**src/rtfpt_pkg.sv**
```systemverilog
// ----------------------------------------------------------------------------
// RTF to plain text package
// Shared types, character constants and keyword tables of the filter.
// ----------------------------------------------------------------------------
package rtfpt_pkg;

   // Character codes used by the parser.
   localparam logic [7:0] CH_LBRACE    = 8'h7B;
   localparam logic [7:0] CH_RBRACE    = 8'h7D;
   localparam logic [7:0] CH_BACKSLASH = 8'h5C;
   localparam logic [7:0] CH_NEWLINE   = 8'h0A;
   localparam logic [7:0] CH_TAB       = 8'h09;
   localparam logic [7:0] CH_SPACE     = 8'h20;
   localparam logic [7:0] CH_STAR      = 8'h2A;
   localparam logic [7:0] CH_QUOTE     = 8'h27;
   localparam logic [7:0] CH_TILDE     = 8'h7E;
   localparam logic [7:0] CH_QUESTION  = 8'h3F;
   localparam logic [7:0] CH_MINUS     = 8'h2D;
   localparam logic [7:0] CH_UNDER     = 8'h5F;
   localparam logic [7:0] CH_COLON     = 8'h3A;

   // Header and keyword lengths.
   localparam logic [2:0] HEADER_LEN = 3'd5;
   localparam logic [3:0] TAB_LEN    = 4'd3;
   localparam logic [3:0] FONT_LEN   = 4'd7;
   localparam logic [3:0] COLOR_LEN  = 4'd8;
   localparam logic [3:0] WORD_SAT   = 4'd8;
   localparam logic [3:0] HEX_DIGITS = 4'd2;

   // Parser modes.
   typedef enum logic [3:0] {
      MODE_TEXT   = 4'd0,
      MODE_ESC    = 4'd1,
      MODE_ALPHA  = 4'd2,
      MODE_DIGITS = 4'd3,
      MODE_HEX    = 4'd4,
      MODE_AFTER  = 4'd5,
      MODE_SKIP   = 4'd6
   } rtfpt_mode_type;

   // One result as it leaves the parser.
   typedef struct packed {
      logic       out_valid;
      logic [7:0] out_byte;
      logic       doc_end;
      logic       header_error;
   } rtfpt_result_type;

   function automatic logic is_alpha(input logic [7:0] c);
      return (c >= 8'h61 && c <= 8'h7A) || (c >= 8'h41 && c <= 8'h5A);
   endfunction

   function automatic logic is_digit(input logic [7:0] c);
      return c >= 8'h30 && c <= 8'h39;
   endfunction

   function automatic logic is_xdigit(input logic [7:0] c);
      return is_digit(c) || (c >= 8'h61 && c <= 8'h66) || (c >= 8'h41 && c <= 8'h46);
   endfunction

   function automatic logic is_space(input logic [7:0] c);
      return c == CH_SPACE || (c >= 8'h09 && c <= 8'h0D);
   endfunction

   // Header "{\rtf" by position.
   function automatic logic [7:0] header_char(input logic [2:0] idx);
      logic [7:0] ch;
      unique case (idx)
         3'd0:    ch = CH_LBRACE;
         3'd1:    ch = CH_BACKSLASH;
         3'd2:    ch = 8'h72;
         3'd3:    ch = 8'h74;
         3'd4:    ch = 8'h66;
         default: ch = 8'h00;
      endcase
      return ch;
   endfunction

   // Keyword "tab" by position.
   function automatic logic [7:0] tab_char(input logic [3:0] idx);
      logic [7:0] ch;
      unique case (idx)
         4'd0:    ch = 8'h74;
         4'd1:    ch = 8'h61;
         4'd2:    ch = 8'h62;
         default: ch = 8'h00;
      endcase
      return ch;
   endfunction

   // Keyword "fonttbl" by position.
   function automatic logic [7:0] font_char(input logic [3:0] idx);
      logic [7:0] ch;
      unique case (idx)
         4'd0:    ch = 8'h66;
         4'd1:    ch = 8'h6F;
         4'd2:    ch = 8'h6E;
         4'd3:    ch = 8'h74;
         4'd4:    ch = 8'h74;
         4'd5:    ch = 8'h62;
         4'd6:    ch = 8'h6C;
         default: ch = 8'h00;
      endcase
      return ch;
   endfunction

   // Keyword "colortbl" by position.
   function automatic logic [7:0] color_char(input logic [3:0] idx);
      logic [7:0] ch;
      unique case (idx)
         4'd0:    ch = 8'h63;
         4'd1:    ch = 8'h6F;
         4'd2:    ch = 8'h6C;
         4'd3:    ch = 8'h6F;
         4'd4:    ch = 8'h72;
         4'd5:    ch = 8'h74;
         4'd6:    ch = 8'h62;
         4'd7:    ch = 8'h6C;
         default: ch = 8'h00;
      endcase
      return ch;
   endfunction

endpackage

```
**src/rtfpt_parser.sv**
```systemverilog
// ----------------------------------------------------------------------------
// RTF parser core
// Holds the parse state and turns one document byte into one result.
// ----------------------------------------------------------------------------
module rtfpt_parser (
   input  logic                        clock,
   input  logic                        reset,
   input  logic                        step,
   input  logic [7:0]                  in_byte,
   input  logic                        last_byte,
   output rtfpt_pkg::rtfpt_result_type result
);
   import rtfpt_pkg::*;

   rtfpt_mode_type mode_ff, mode_in, parse_mode;
   logic [2:0]     header_pos_ff, header_pos_in;
   logic           header_bad_ff, header_bad_in;
   logic [3:0]     word_len_ff, word_len_in, parse_len;
   logic [2:0]     word_match_ff, word_match_in, parse_match;

   logic [3:0] fl_len, fl_len_next;
   logic [2:0] fl_match, fl_match_next;
   logic       tab_hit, font_hit, color_hit;
   logic       tab_done, font_done, color_done;
   logic       reproc;
   logic       text_emit, header_check;
   logic       emit;
   logic [7:0] emit_byte;

   // Header check on the first five bytes.
   always_comb begin
      header_check  = !header_bad_ff && (header_pos_ff < HEADER_LEN);
      header_bad_in = header_bad_ff;
      header_pos_in = header_pos_ff;
      if (header_check) begin
         if (in_byte != header_char(header_pos_ff)) begin
            header_bad_in = 1'b1;
         end else begin
            header_pos_in = header_pos_ff + 3'd1;
         end
      end
   end

   // Keyword matcher; a word starts fresh right after the backslash.
   always_comb begin
      fl_len     = (mode_ff == MODE_ESC) ? 4'd0 : word_len_ff;
      fl_match   = (mode_ff == MODE_ESC) ? 3'b111 : word_match_ff;
      tab_hit    = fl_match[0] && (fl_len < TAB_LEN) && (tab_char(fl_len) == in_byte);
      font_hit   = fl_match[1] && (fl_len < FONT_LEN) && (font_char(fl_len) == in_byte);
      color_hit  = fl_match[2] && (fl_len < COLOR_LEN) && (color_char(fl_len) == in_byte);
      tab_done   = tab_hit && (fl_len == TAB_LEN - 4'd1);
      font_done  = font_hit && (fl_len == FONT_LEN - 4'd1);
      color_done = color_hit && (fl_len == COLOR_LEN - 4'd1);
      fl_match_next = {color_hit && !color_done, font_hit && !font_done, tab_hit && !tab_done};
      fl_len_next   = (fl_len < WORD_SAT) ? fl_len + 4'd1 : fl_len;
   end

   // A byte that ends a control sequence is handled again as text unless it is blank.
   always_comb begin
      reproc = 1'b0;
      unique case (mode_ff)
         MODE_ESC: begin
            if (!(in_byte == CH_STAR || in_byte == CH_QUOTE || in_byte == CH_TILDE ||
                  in_byte == CH_LBRACE || in_byte == CH_RBRACE ||
                  in_byte == CH_BACKSLASH || in_byte == CH_NEWLINE ||
                  in_byte == CH_MINUS || in_byte == CH_UNDER || in_byte == CH_COLON ||
                  is_alpha(in_byte) || is_digit(in_byte))) begin
               reproc = !is_space(in_byte);
            end
         end
         MODE_ALPHA: begin
            if (!is_alpha(in_byte) && !(in_byte == CH_MINUS || is_digit(in_byte))) begin
               reproc = !is_space(in_byte);
            end
         end
         MODE_DIGITS: reproc = !is_digit(in_byte) && !is_space(in_byte);
         MODE_HEX: begin
            if (!(is_xdigit(in_byte) && word_len_ff < HEX_DIGITS)) begin
               reproc = !is_space(in_byte);
            end
         end
         MODE_AFTER: reproc = !is_space(in_byte);
         default:    reproc = 1'b0;
      endcase
   end

   assign text_emit = in_byte != CH_BACKSLASH && in_byte != CH_LBRACE &&
                      in_byte != CH_RBRACE && in_byte != CH_NEWLINE;

   // Next parse state.
   always_comb begin
      parse_mode  = mode_ff;
      parse_len   = word_len_ff;
      parse_match = word_match_ff;
      unique case (mode_ff)
         MODE_ESC: begin
            priority if (in_byte == CH_STAR) begin
               parse_mode = MODE_SKIP;
            end else if (in_byte == CH_QUOTE) begin
               parse_len  = 4'd0;
               parse_mode = MODE_HEX;
            end else if (in_byte == CH_TILDE || in_byte == CH_LBRACE ||
                         in_byte == CH_RBRACE || in_byte == CH_BACKSLASH ||
                         in_byte == CH_NEWLINE || in_byte == CH_MINUS ||
                         in_byte == CH_UNDER || in_byte == CH_COLON) begin
               parse_mode = MODE_AFTER;
            end else if (is_alpha(in_byte)) begin
               parse_len   = fl_len_next;
               parse_match = fl_match_next;
               parse_mode  = (font_done || color_done) ? MODE_SKIP : MODE_ALPHA;
            end else if (is_digit(in_byte)) begin
               parse_mode = MODE_DIGITS;
            end else begin
               parse_mode = MODE_TEXT;
            end
         end
         MODE_ALPHA: begin
            priority if (is_alpha(in_byte)) begin
               parse_len   = fl_len_next;
               parse_match = fl_match_next;
               if (font_done || color_done) begin
                  parse_mode = MODE_SKIP;
               end
            end else if (in_byte == CH_MINUS || is_digit(in_byte)) begin
               parse_mode = MODE_DIGITS;
            end else begin
               parse_mode = MODE_TEXT;
            end
         end
         MODE_DIGITS: begin
            if (!is_digit(in_byte)) begin
               parse_mode = MODE_TEXT;
            end
         end
         MODE_HEX: begin
            if (is_xdigit(in_byte) && word_len_ff < HEX_DIGITS) begin
               parse_len = word_len_ff + 4'd1;
            end else begin
               parse_mode = MODE_TEXT;
            end
         end
         MODE_AFTER: parse_mode = MODE_TEXT;
         MODE_SKIP: begin
            if (in_byte == CH_RBRACE) begin
               parse_mode = MODE_AFTER;
            end
         end
         default: parse_mode = (in_byte == CH_BACKSLASH) ? MODE_ESC : MODE_TEXT;
      endcase
      if (reproc) begin
         parse_mode = (in_byte == CH_BACKSLASH) ? MODE_ESC : MODE_TEXT;
      end
   end

   // Emitted byte for this step.
   always_comb begin
      emit      = 1'b0;
      emit_byte = 8'h00;
      unique case (mode_ff)
         MODE_ESC: begin
            priority if (in_byte == CH_QUOTE) begin
               emit      = 1'b1;
               emit_byte = CH_QUESTION;
            end else if (in_byte == CH_TILDE) begin
               emit      = 1'b1;
               emit_byte = CH_SPACE;
            end else if (in_byte == CH_LBRACE || in_byte == CH_RBRACE ||
                         in_byte == CH_BACKSLASH || in_byte == CH_NEWLINE) begin
               emit      = 1'b1;
               emit_byte = in_byte;
            end else if (is_alpha(in_byte) && tab_done) begin
               emit      = 1'b1;
               emit_byte = CH_TAB;
            end else begin
               emit = 1'b0;
            end
         end
         MODE_ALPHA: begin
            if (is_alpha(in_byte) && tab_done) begin
               emit      = 1'b1;
               emit_byte = CH_TAB;
            end
         end
         MODE_DIGITS, MODE_HEX, MODE_AFTER, MODE_SKIP: emit = 1'b0;
         default: begin
            emit      = text_emit;
            emit_byte = in_byte;
         end
      endcase
      if (reproc) begin
         emit      = text_emit;
         emit_byte = in_byte;
      end
      if (header_bad_in) begin
         emit      = 1'b0;
         emit_byte = 8'h00;
      end
   end

   // Result of this step.
   always_comb begin
      result.out_valid    = emit;
      result.out_byte     = emit ? emit_byte : 8'h00;
      result.doc_end      = last_byte;
      result.header_error = header_bad_in || (last_byte && header_pos_in < HEADER_LEN);
   end

   // State update; the end of a document returns everything to reset.
   always_comb begin
      mode_in       = mode_ff;
      word_len_in   = word_len_ff;
      word_match_in = word_match_ff;
      if (!header_bad_in) begin
         mode_in       = parse_mode;
         word_len_in   = parse_len;
         word_match_in = parse_match;
      end
   end

   always_ff @(posedge clock) begin
      if (reset) begin
         mode_ff       <= MODE_TEXT;
         header_pos_ff <= 3'd0;
         header_bad_ff <= 1'b0;
         word_len_ff   <= 4'd0;
         word_match_ff <= 3'd0;
      end else if (step) begin
         if (last_byte) begin
            mode_ff       <= MODE_TEXT;
            header_pos_ff <= 3'd0;
            header_bad_ff <= 1'b0;
            word_len_ff   <= 4'd0;
            word_match_ff <= 3'd0;
         end else begin
            mode_ff       <= mode_in;
            header_pos_ff <= header_pos_in;
            header_bad_ff <= header_bad_in;
            word_len_ff   <= word_len_in;
            word_match_ff <= word_match_in;
         end
      end
   end

endmodule

```
**src/rtf_to_plain_text_filter.sv**
```systemverilog
// ----------------------------------------------------------------------------
// RTF to plain text filter
// Streams an RTF document byte by byte and returns one result per byte.
// ----------------------------------------------------------------------------
// Usage:
// The request channel (req_valid, req_stall) carries one document byte per
// transfer, with req_last_byte marking the final byte of a document. The
// response channel (rsp_valid, rsp_stall) returns exactly one result for
// every request transfer, in order: rsp_out_valid tells whether a plain text
// byte is present in rsp_out_byte, rsp_doc_end answers the final byte, and
// rsp_header_error flags a document that does not open with "{\rtf".
// A byte is captured in an input register, parsed from there and the
// result is held in an output register, where it is offered until it is
// taken. The parser state is a single mode update per byte, so one byte per
// cycle is sustained while the receiver does not stall.
// Reset clears both pipeline registers and the parser state. When the
// receiver stalls, the held result stays put, the input register takes one
// more byte if it is empty, and req_stall is raised while it holds a byte
// until the response is taken.
// ----------------------------------------------------------------------------
module rtf_to_plain_text_filter (
   input  logic       clock,
   input  logic       reset,
   input  logic       req_valid,
   output logic       req_stall,
   input  logic [7:0] req_in_byte,
   input  logic       req_last_byte,
   output logic       rsp_valid,
   input  logic       rsp_stall,
   output logic       rsp_out_valid,
   output logic [7:0] rsp_out_byte,
   output logic       rsp_doc_end,
   output logic       rsp_header_error
);
   import rtfpt_pkg::*;

   logic             in_valid_ff;
   logic [7:0]       in_byte_ff;
   logic             in_last_ff;
   logic             out_valid_ff;
   rtfpt_result_type out_result_ff;
   rtfpt_result_type parse_result;
   logic             out_free;
   logic             advance;

   // Pipeline flow control.
   assign out_free  = !out_valid_ff || !rsp_stall;
   assign advance   = in_valid_ff && out_free;
   assign req_stall = in_valid_ff && !out_free;

   // Input register.
   always_ff @(posedge clock) begin
      if (reset) begin
         in_valid_ff <= 1'b0;
      end else if (!req_stall) begin
         in_valid_ff <= req_valid;
      end
   end

   always_ff @(posedge clock) begin
      if (req_valid && !req_stall) begin
         in_byte_ff <= req_in_byte;
         in_last_ff <= req_last_byte;
      end
   end

   rtfpt_parser u_parser (
      .clock     (clock),
      .reset     (reset),
      .step      (advance),
      .in_byte   (in_byte_ff),
      .last_byte (in_last_ff),
      .result    (parse_result)
   );

   // Output register.
   always_ff @(posedge clock) begin
      if (reset) begin
         out_valid_ff <= 1'b0;
      end else if (out_free) begin
         out_valid_ff <= advance;
      end
   end

   always_ff @(posedge clock) begin
      if (advance) begin
         out_result_ff <= parse_result;
      end
   end

   assign rsp_valid        = out_valid_ff;
   assign rsp_out_valid    = out_result_ff.out_valid;
   assign rsp_out_byte     = out_result_ff.out_byte;
   assign rsp_doc_end      = out_result_ff.doc_end;
   assign rsp_header_error = out_result_ff.header_error;

endmodule

```
**config.mk**
```make
export PLATFORM = sky130hd
export DESIGN_NAME = rtf_to_plain_text_filter
export DESIGN_NICKNAME = d
export VERILOG_FILES = /design/src/rtfpt_pkg.sv /design/src/rtfpt_parser.sv /design/src/rtf_to_plain_text_filter.sv
export SDC_FILE = /design/constraint.sdc
export NUM_CORES = 1
export LEC_CHECK = 0
export ABC_AREA = 1
export BUFFER_PORTS_ARGS = -buffer_cell sky130_fd_sc_hd__buf_2
export CAP_MARGIN = 20
export CORE_ASPECT_RATIO = 0.8
export CORE_UTILIZATION = 30
export DETAILED_ROUTE_END_ITERATION = 7
export PLACE_DENSITY = 0.51
export SLEW_MARGIN = 0
export SYNTH_ARGS = -nofsm -noshare
export SYNTH_HDL_FRONTEND = slang
export SYNTH_HIERARCHICAL = 1
export SYNTH_SLANG_ARGS = --single-unit
```
**constraint.sdc**
```tcl
create_clock -name clock -period 3.4 [get_ports clock]
set_input_delay 0.34 -clock clock [delete_from_list [all_inputs] [get_ports clock]]
set_output_delay 0.34 -clock clock [all_outputs]
set_load 0.05 [all_outputs]
```
# Yosys cells after proc, flatten, opt, wreduce, memory -nomap -nowiden
# Memory sizes are Yosys's and may differ from the RTL's.
# Cells that the tools add are included.
[op_classes]
addsub = 3
magnitude_cmp = 16
n_eq_ne = 46
muxes = 63
bitwise_logic = 1
reduce_logical = 81
[ops]
columns = ["cell", "n"]
rows = [
  ["$mux 4", 22],
  ["$mux 8", 6],
  ["$pmux 7 s6", 1],
  ["$eq 8x6->1 const B", 5],
  ["$eq 8x7->1 const B", 5],
  ["$pmux 7 s5", 1],
  ["$mux 3", 11],
  ["$le 8x7->1 const B", 4],
  ["$logic_and 1x1->1", 30],
  ["$logic_or 1x1->1", 29],
  ["$eq 4x3->1 const B", 7],
  ["$ne 8x7->1 const B", 3],
  ["$pmux 4 s6", 1],
  ["$pmux 8 s3", 1],
  ["$pmux 7 s3", 1],
  ["$reduce_and 6->1", 3],
  ["$eq 4x2->1 const B", 4],
  ["$eq 7x8->1", 2],
  ["$ge 8x7->1 const B", 2],
  ["$mux 1", 13],
  ["$logic_not 1->1", 12],
  ["$pmux 4 s3", 1],
  ["$ne 3x3->1 const B", 3],
  ["$add 4x1->4 const B", 2],
  ["other kinds (34)", 41],
]
[word_totals]
register_bits = 37
romBits = 40
input_bits = 13
out_inout_bits = 13
elab_cells = 224
n_memories = 1
[mem_list]
columns = ["memory", "depth", "width", "read_ports", "rd_ports_with_merged_regs", "wr", "line_no", "rtl"]
rows = [
  ["(no name shown)", 8, 5, 1, 0, 0, "rtfpt_pkg.sv:110", "unique case (idx)"],
]

# Longest topological paths before layout
# Gate-level depths: netlist (run 1).
[logic_depth]
word_depth = 18
ltp_mapped = 20

# Hierarchy
# The synthesis (run 1) kept the hierarchy.
[modules_own_cells]
columns = ["mod", "n_inst", "cells_each", "area_each_um2", "seq_area_each_um2"]
rows = [
  ["rtfpt_parser", 1, 448, 2403.6, 280.3],
  ["rtf_to_plain_text_filter", 1, 32, 691.9, 640.6],
]

# Least setup slack after synthesis (run 1)
# No wires, ideal clock.
[synth_timing]
path_type = "register to register"
from = "register in_byte_ff[3]"
to = "register out_result_ff, in the netlist rsp_out_valid, data pin"
setup_ps = 251
arrival_time_ps = 2155
required_time_ps = 3149
slack_ps = 994
path_stages_with_launch = 20
synth_period_minus_slack_ps = 2406
cell_sequence = "edfxtp_1 buf_6 nand2_4 inv_1 nand3_1 nor2_1 nor2_2 nand2_2 nor2_4 inv_2 nor2_4 nand3_2 nand2_1 nand2_1 nand2_2 buf_6 inv_4 o211ai_4 inv_1 buf_4"
[synth_via]
elab_chain_cells = 16
elab_cells_between_ends = 78
[synth_rtl]
columns = ["item", "line_no", "rtl"]
rows = [
  ["from (decl)", "rtf_to_plain_text_filter.sv:38", "logic [7:0] in_byte_ff;"],
  ["from (signal assigned)", "rtf_to_plain_text_filter.sv:62", "in_byte_ff <= req_in_byte;"],
  ["parallel branches: the longest is 15 deep, another holds $ge 8x7->1", "n/a", ""],
  ["$mux 1 (*)", "rtfpt_parser.sv:194", "if (header_bad_in) begin"],
  ["named net u_parser.emit", "rtfpt_parser.sv:27", "logic emit;"],
  ["to (signal assigned)", "rtf_to_plain_text_filter.sv:87", "out_result_ff <= parse_result;"],
  ["to (decl)", "rtf_to_plain_text_filter.sv:41", "rtfpt_result_type out_result_ff;"],
]
# Mark *: on every way through the listed nets, which the timed path passes.
# A chain may end at the register's enable or synchronous reset.

# Worst setup path in the final report (run 1)
[layout_timing]
from = "register in_byte_ff[3]"
to = "register out_result_ff, in the netlist rsp_out_byte[5], data pin"
[layout_via]
elab_chain_cells = 18
elab_cells_between_ends = 85
[layout_rtl]
columns = ["item"]
rows = [
  ["parallel branches: the longest is 18 deep, another holds $ge 8x7->1"],
]
# Parallel ways; which one is timed is not known.

==> out/qor.tcl, run 1 <==
set qor(design.die.area_um2) 10730
set qor(post-dp-hpwl_um) 6811
set qor(ys_warnings) 6
set qor(layout_commonest_cell) {sky130_fd_sc_hd__nand2_1}
set qor(fin_hold_ws_ps) 221.8
set qor(synth_area_leaders) {sky130_fd_sc_hd__edfxtp_1, sky130_fd_sc_hd__nand2_1, sky130_fd_sc_hd__dfxtp_1}
set qor(cp_data_required_time_ps) 3430
set qor(h-tree-depth) 2
set qor(utilization_pct) 35.01
set qor(grt_setup_unrepaired) {false}
set qor(critPathMaxFanout) 11
set qor(area_growth_pct) 11.40
set qor(placeableCoreArea_um2) 9849
set qor(drive_above_1_share_pct) 12.40
set qor(wp_data_arrival_ps) 3010
set qor(vdd_drop_max_mv) 0.1542
set qor(critical_path_s_most_frequent_cell) {sky130_fd_sc_hd__nand2_1}
set qor(dieHeight_um) 92.86
set qor(layout.cells.most_common_list) {sky130_fd_sc_hd__nand2_1, sky130_fd_sc_hd__nor2_1, sky130_fd_sc_hd__inv_1}
set qor(setup_total_negative_slack_ps) 0
set qor(grt_overflow_total) 0
set qor(cts_setup_buffers) 0
set qor(worst_clock_skew_ps) 4.249
set qor(startpoint) {in_byte_ff[3]}
set qor(row_count) 32
set qor(dr_total_vias) 3170
set qor(layout.cell_area.non_filler_um2) 3448
set qor(cts.reportedPaths.clkPinSlew_ps) 60
set qor(global_route.usage.total_pct) 18.08
set qor(max_cap_violations) 0
set qor(seq_total_area_yosys_pct) 29.75
set qor(synth.cell_area_um2) 3095
set qor(async_reset_ff_share_pct) 0
set qor(synth.lib_cells_used.distinct) 43
set qor(nets) 518
set qor(mean_syn_cell_area_um2) 6.449
set qor(antenna_found_initial) 0
set qor(drtIter0Drc) 269
set qor(post-route-period-util_pct) 87.49
set qor(timing.reg2reg.setup_slack_ps) 430
set qor(reg2reg_to) {rsp_out_byte[5]}
set qor(final_critical_path_setup_slack_ps) 425.2
set qor(timing.critical_path.slowest_stage_cell) {sky130_fd_sc_hd__edfxtp_1}
set qor(setup_violations) 0
set qor(yosysTopAreaCellShare_pct) 19.40
set qor(synth_area_leader_cell) {sky130_fd_sc_hd__edfxtp_1}
set qor(synth_enable_flop_cells) 20
set qor(synth_top_flop_cell) {sky130_fd_sc_hd__edfxtp_1}
set qor(placement.io_buffers) 25
set qor(antenna_violating_nets_post_route) 0
set qor(numCtsBuffers) 5
set qor(post-route-drc-count) 0
set qor(final.min_clock_period_ps) 2975
set qor(cp_slowest_stage_delay_ps) 680
set qor(clock_latency_ps) 290
set qor(worstRegToRegCells) 13
set qor(grt_start_max_net_pins) 15
set qor(worst_setup_path_endpoint) {rsp_out_byte[5]}
set qor(setup.worst_path.end_class) {flop}
set qor(insertedDiodeCount) 0
set qor(timing.critical_path.from_type) {flop}
set qor(num_io_pins) 26
set qor(timing.final.max_slew_violations) 0
set qor(grt_pass1_wl_um) 14810
set qor(worst_setup_slack_after_placement_ps) 448.3
set qor(relSlewSlack_pct) 64.50
set qor(worst_slew_pin_slew_ps) 532.5
set qor(initial_utilization_pct) 31.43
set qor(synth_seq_cells) 36
set qor(status) {finished, final reports clean}
set qor(max_clock_freq_mhz) 336.2
set qor(hp-class) {primary input to flop}
set qor(hold_viol_final) 0
set qor(gpl.final_weighted_congestion) 0.9047
set qor(syn_inst) 480
set qor(routed_wirelength_um) 8984
set qor(power.static_leakage_nw) 1.609
set qor(ctsLongestPathBuffers) 2
set qor(cts.sink_count) 36
set qor(mappedNetlistNets) 499
set qor(worstPathCellList) {inv_1 > nand3_1 > nand3_1 > nand2_1 > nor3_1 > nor3_1 > nand2_1 > nand2_1 > nand2_2 > nor2_1 > nand2_2 > o211ai_4 > nor2_1}
set qor(first_global_vias) 2915
set qor(dpl_cell_area_um2) 3302
set qor(drt-vias-per-instance) 4.984
set qor(cts_resized) 0
set qor(tritoncts) {yes}
set qor(wl_per_cell_um) 14.13
set qor(min_delay_path_depth) 1
set qor(holdBufCountCts) 0
set qor(power.density_nw_per_um2) 340.2
set qor(detailedRoute.firstPassIterationCount) 4
set qor(cts_root_buf) {sky130_fd_sc_hd__clkbuf_16}
set qor(timing.rr.start) {in_byte_ff[3]}
set qor(fp.dieW_um) 115.6
set qor(critical_path_class) {flop to flop}
## cells by family (layout without fill, tap and decap cells)
group	after synthesis	in the layout	synth area share (%)
simple gates	261	261	37.47
flops	36	36	29.75
compound gates	79	79	14.67
fa+ha+maj	6	6	2.425
buf+inv	86	106	12.29
xor+xnor	12	12	3.395
## cell usage after synthesis (2+ instances only)
library cell               instances
sky130_fd_sc_hd__nand2_1         123
sky130_fd_sc_hd__nor2_1           63
sky130_fd_sc_hd__inv_1            62
sky130_fd_sc_hd__o21ai_0          31
sky130_fd_sc_hd__a21oi_1          30
sky130_fd_sc_hd__edfxtp_1         20
sky130_fd_sc_hd__nand3_1          20
sky130_fd_sc_hd__nor3_1           18
sky130_fd_sc_hd__dfxtp_1          16
sky130_fd_sc_hd__nand4_1          12
sky130_fd_sc_hd__xor2_1           11
sky130_fd_sc_hd__ha_1              6
sky130_fd_sc_hd__inv_2             6
sky130_fd_sc_hd__buf_4             5
sky130_fd_sc_hd__nand3b_1          5
sky130_fd_sc_hd__buf_2             4
sky130_fd_sc_hd__buf_6             4
sky130_fd_sc_hd__nand2_2           4
sky130_fd_sc_hd__nand3_2           4
sky130_fd_sc_hd__nor2_2            4
sky130_fd_sc_hd__a31oi_1           3
sky130_fd_sc_hd__o211ai_1          3
sky130_fd_sc_hd__a21oi_2           2
sky130_fd_sc_hd__clkbuf_1          2
sky130_fd_sc_hd__nor2_4            2
sky130_fd_sc_hd__o21ai_1           2
sky130_fd_sc_hd__o22ai_1           2
## state kept, by name, summed over array words and instances, names as in the netlist
register and count:
in_byte_ff 8, in_last_ff 1, in_valid_ff 1, rsp_doc_end 1, rsp_header_error 1, rsp_out_byte 8
rsp_out_valid 1, rsp_valid 1, u_parser/header_bad_ff 1, u_parser/header_pos_ff 3, u_parser/mode_ff 3, u_parser/word_len_ff 4
u_parser/word_match_ff 3
## per-layer routing
metal  track usage (%)  vias to the layer above  share of wire, %  wire [um]
met3             3.796                       16               7.0        629
li1                  -                     1597                 -          -
met4             7.792                        0               2.0        177
met2             26.05                      116                41       3683
met1             25.60                     1441                50       4493
met5                 0                        -                 0          0
## worst min path at each step
| stage | from | endpoint | slack, ps |
|---|---|---|---|
| after floorplan | reset | in_valid_ff | 400 |
| after global placement | in_valid_ff | rsp_valid | 470 |
| after detailed placement | rsp_valid | rsp_valid | 490 |
| after CTS | req_in_byte[2] | in_byte_ff[2] | 220 |
| after global routing | req_in_byte[2] | in_byte_ff[2] | 220 |
| final | req_in_byte[1] | in_byte_ff[1] | 220 |
## cell type report
cell class	count	area, um^2
Tap cell	136	170.2
Inverter	69	261.5
Timing Repair Buffer	29	155.1
Fill cell	1103	6401
Clock inverter	1	3.754
Sequential cell	36	920.9
Clock buffer	7	142.6
Multi-Input combinational cell	358	1794
## through the flow
| step | instances | total power, mW |
|---|---|---|
| after floorplan | 480 | 0.6602 |
| after global placement | 628 | 0.7071 |
| after detailed placement | 628 | 0.7067 |
| after CTS | 636 | 1.186 |
| after global routing | 636 | 1.233 |
| final | 636 | 1.173 |
## power by group
| group | switching (mW) | leakage [nW] | total, mW | internal, mW |
|---|---|---|---|---|
| clock network | 0.183 | 0.0716 | 0.473 | 0.290 |
| registers | 0.0257 | 0.318 | 0.504 | 0.478 |
| logic | 0.140 | 1.22 | 0.196 | 0.0565 |
| total | 0.349 | 1.61 | 1.17 | 0.824 |
## critical path, delay by kind of cell, from the launching register on
| kind | cells | cell delay [ps] |
|---|---|---|
| AO/OA/AOI/OAI | 1 | 130 |
| buffers and inverters | 1 | 230 |
| flip-flops | 1 | 680 |
| AND/OR/NAND/NOR | 11 | 1650 |
No activity file was read; power rests on OpenSTA's default activity.
==> run 2, diff against run 1 <==
Settings changed: RECOVER_POWER from default to 25.
==> out/qor.tcl, run 2 (same netlist as run 1, synthesis figures left out) <==
set qor(placeableCoreArea_um2) 9849 ;# unchanged
set qor(post-dp-hpwl_um) 6811 ;# unchanged
set qor(h-tree-depth) 2 ;# unchanged
set qor(post-route-drc-count) 0 ;# unchanged
set qor(fp.dieW_um) 115.6 ;# unchanged
set qor(routedLengthMet1_um) 4443 ;# was 4493 um
set qor(cts_root_buf) {sky130_fd_sc_hd__clkbuf_16} ;# unchanged
set qor(min_delay_path_depth) 1 ;# unchanged
set qor(cts_setup_buffers) 0 ;# unchanged
set qor(met3_length_um) 679 ;# was 629 um
set qor(grt_overflow_total) 0 ;# unchanged
set qor(holdBufCountCts) 0 ;# unchanged
set qor(num_io_pins) 26 ;# unchanged
set qor(worst_slew_pin_slew_ps) 819.3 ;# was 532.5 ps
set qor(grt_start_max_net_pins) 15 ;# unchanged
set qor(sequential_cell_area_um2) 920.9 ;# unchanged
set qor(drtIter0Drc) 226 ;# was 269
set qor(max_cap_violations) 0 ;# unchanged
set qor(layout_commonest_cell) {sky130_fd_sc_hd__nand2_1} ;# unchanged
set qor(critical_path_class) {flop to flop} ;# unchanged
set qor(antenna_violating_nets_post_route) 0 ;# unchanged
set qor(timing.reg2reg.setup_slack_ps) 430 ;# about the same
set qor(reg2reg_to) {rsp_out_byte[5]} ;# unchanged
set qor(timing.critical_path.from_type) {flop} ;# unchanged
set qor(whs_endpoint) {in_byte_ff[1]} ;# unchanged
set qor(detailedRoute.firstPassIterationCount) 4 ;# unchanged
set qor(vdd_drop_max_mv) 0.1537 ;# was 0.1542 mV
set qor(drive_above_1_share_pct) 11.80 ;# was 12.40%
set qor(post-route-period-util_pct) 87.41 ;# was 87.49%
set qor(dr_total_vias) 3184 ;# was 3170
set qor(ctsLongestPathBuffers) 2 ;# unchanged
set qor(timing.rr.start) {in_byte_ff[3]} ;# unchanged
set qor(setup.worst_path.end_class) {flop} ;# unchanged
set qor(cts.reportedPaths.clkPinSlew_ps) 60 ;# about the same
set qor(cp_data_required_time_ps) 3430 ;# about the same
set qor(status) {finished, final reports clean} ;# unchanged
set qor(worst_clock_skew_ps) 3.063 ;# was 4.249 ps
set qor(tritoncts) {yes} ;# unchanged
set qor(clock_latency_ps) 290 ;# about the same
set qor(grt_setup_unrepaired) {false} ;# unchanged
set qor(first_global_vias) 2915 ;# unchanged
set qor(final.min_clock_period_ps) 2972 ;# was 2975 ps
set qor(wl_per_cell_um) 14.11 ;# was 14.13 um
set qor(dieHeight_um) 92.86 ;# unchanged
set qor(initial_utilization_pct) 31.43 ;# unchanged
set qor(power.density_nw_per_um2) 340.9 ;# was 340.2 nW/um^2
set qor(relSlewSlack_pct) 45.38 ;# was 64.50%
set qor(design.die.area_um2) 10730 ;# unchanged
set qor(critPathMaxFanout) 11 ;# unchanged
set qor(routed_wirelength_um) 8973 ;# was 8984 um
set qor(number_of_fill_cells) 1105 ;# was 1103
set qor(hold_viol_final) 0 ;# unchanged
set qor(final_cells) 636 ;# unchanged
set qor(gpl.final_weighted_congestion) 0.9047 ;# unchanged
set qor(cts.sink_count) 36 ;# unchanged
set qor(numCtsBuffers) 5 ;# unchanged
set qor(nets) 518 ;# unchanged
set qor(multi_input_comb_area_um2) 1789 ;# was 1794 um^2
set qor(layout.cells.most_common_list) {sky130_fd_sc_hd__nand2_1, sky130_fd_sc_hd__nor2_1, sky130_fd_sc_hd__inv_1} ;# unchanged
set qor(dpl.cell_count) 628 ;# unchanged
set qor(drt-vias-per-instance) 5.006 ;# was 4.984
set qor(met2_routed_wl_um) 3662 ;# was 3683 um
set qor(timing.hold.worst.start) {req_in_byte[1]} ;# unchanged
set qor(global_route.usage.total_pct) 18.08 ;# unchanged
set qor(row_count) 32 ;# unchanged
set qor(worstRegToRegCells) 13 ;# unchanged
set qor(antenna_found_initial) 0 ;# unchanged
set qor(setup_violations) 0 ;# unchanged
set qor(area_growth_pct) 10.99 ;# was 11.40%
set qor(grt_pass1_wl_um) 14810 ;# unchanged
set qor(power.static_leakage_nw) 1.602 ;# was 1.609 nW
set qor(placement.io_buffers) 25 ;# unchanged
set qor(topmost_layer_with_routed_signal_wires) {met4} ;# unchanged
set qor(max_clock_freq_mhz) 336.5 ;# was 336.2 MHz
set qor(insertedDiodeCount) 0 ;# unchanged
set qor(wp_data_arrival_ps) 3000 ;# was 3010 ps
set qor(setup_total_negative_slack_ps) 0 ;# unchanged
set qor(timing.final.max_slew_violations) 0 ;# unchanged
set qor(hp-class) {primary input to flop} ;# unchanged
set qor(cts_resized) 0 ;# unchanged
run 2: final cells by class:
| type | count | area share (%) |
|---|---|---|
| timing repair buffer | 29 | 4.297 |
| tap | 136 | 4.953 |
| clock buffer | 7 | 4.151 |
| clock inverter | 1 | 0.1092 |
| inverter | 69 | 7.611 |
| multi-input combinational | 358 | 52.08 |
| sequential | 36 | 26.80 |
run 2: worst max-delay path by stage:
stage	from	to	slack, ps
floorplan	in_byte_ff[3]	rsp_out_valid	990
global placement	in_byte_ff[3]	rsp_out_byte[1]	410
detailed placement	in_byte_ff[3]	rsp_out_byte[5]	450
CTS	in_byte_ff[3]	rsp_out_byte[5]	430
global route	in_byte_ff[3]	rsp_out_byte[5]	90
finish	in_byte_ff[3]	rsp_out_byte[5]	430
run 2: stage by stage:
stage	hold WS [ps]	utilization, %	power [mW]	setup slack (ps)	cell area (um^2)
2_1_floorplan	402.4	-	0.6602	994.2	3095
3_3_place_gp	471.5	33.52	0.7071	410.7	3302
3_5_place_dp	490.8	33.52	0.7067	448.3	3302
4_1_cts	219.6	35.01	1.186	428.7	3448
5_1_grt	216.0	34.88	1.232	92.85	3436
6_report	222.8	34.88	1.171	428.1	3436
run 2: where the power goes:
part | total [mW] | internal, mW | switching, mW
clock network | 0.473 | 0.290 | 0.183
registers | 0.504 | 0.478 | 0.0254
logic | 0.195 | 0.0553 | 0.140
run 2: critical path: stages (launching register included):
cell,delay (ps)
sky130_fd_sc_hd__edfxtp_1,680
sky130_fd_sc_hd__inv_1,230
sky130_fd_sc_hd__nand3_1,140
sky130_fd_sc_hd__nand3_1,350
sky130_fd_sc_hd__nand2_1,200
sky130_fd_sc_hd__nor3_1,70
sky130_fd_sc_hd__nor3_1,190
sky130_fd_sc_hd__nand2_1,110
sky130_fd_sc_hd__nand2_1,80
sky130_fd_sc_hd__nand2_2,130
sky130_fd_sc_hd__nor2_1,210
sky130_fd_sc_hd__nand2_2,90
sky130_fd_sc_hd__o211ai_4,130
sky130_fd_sc_hd__nor2_1,80
run 2: per-layer routing:
metal  vias up  GRT usage [%]
met5         -              0
met1      1447          25.60
met2       127          26.05
met3        16          3.796
li1       1594              -
met4         0          7.792
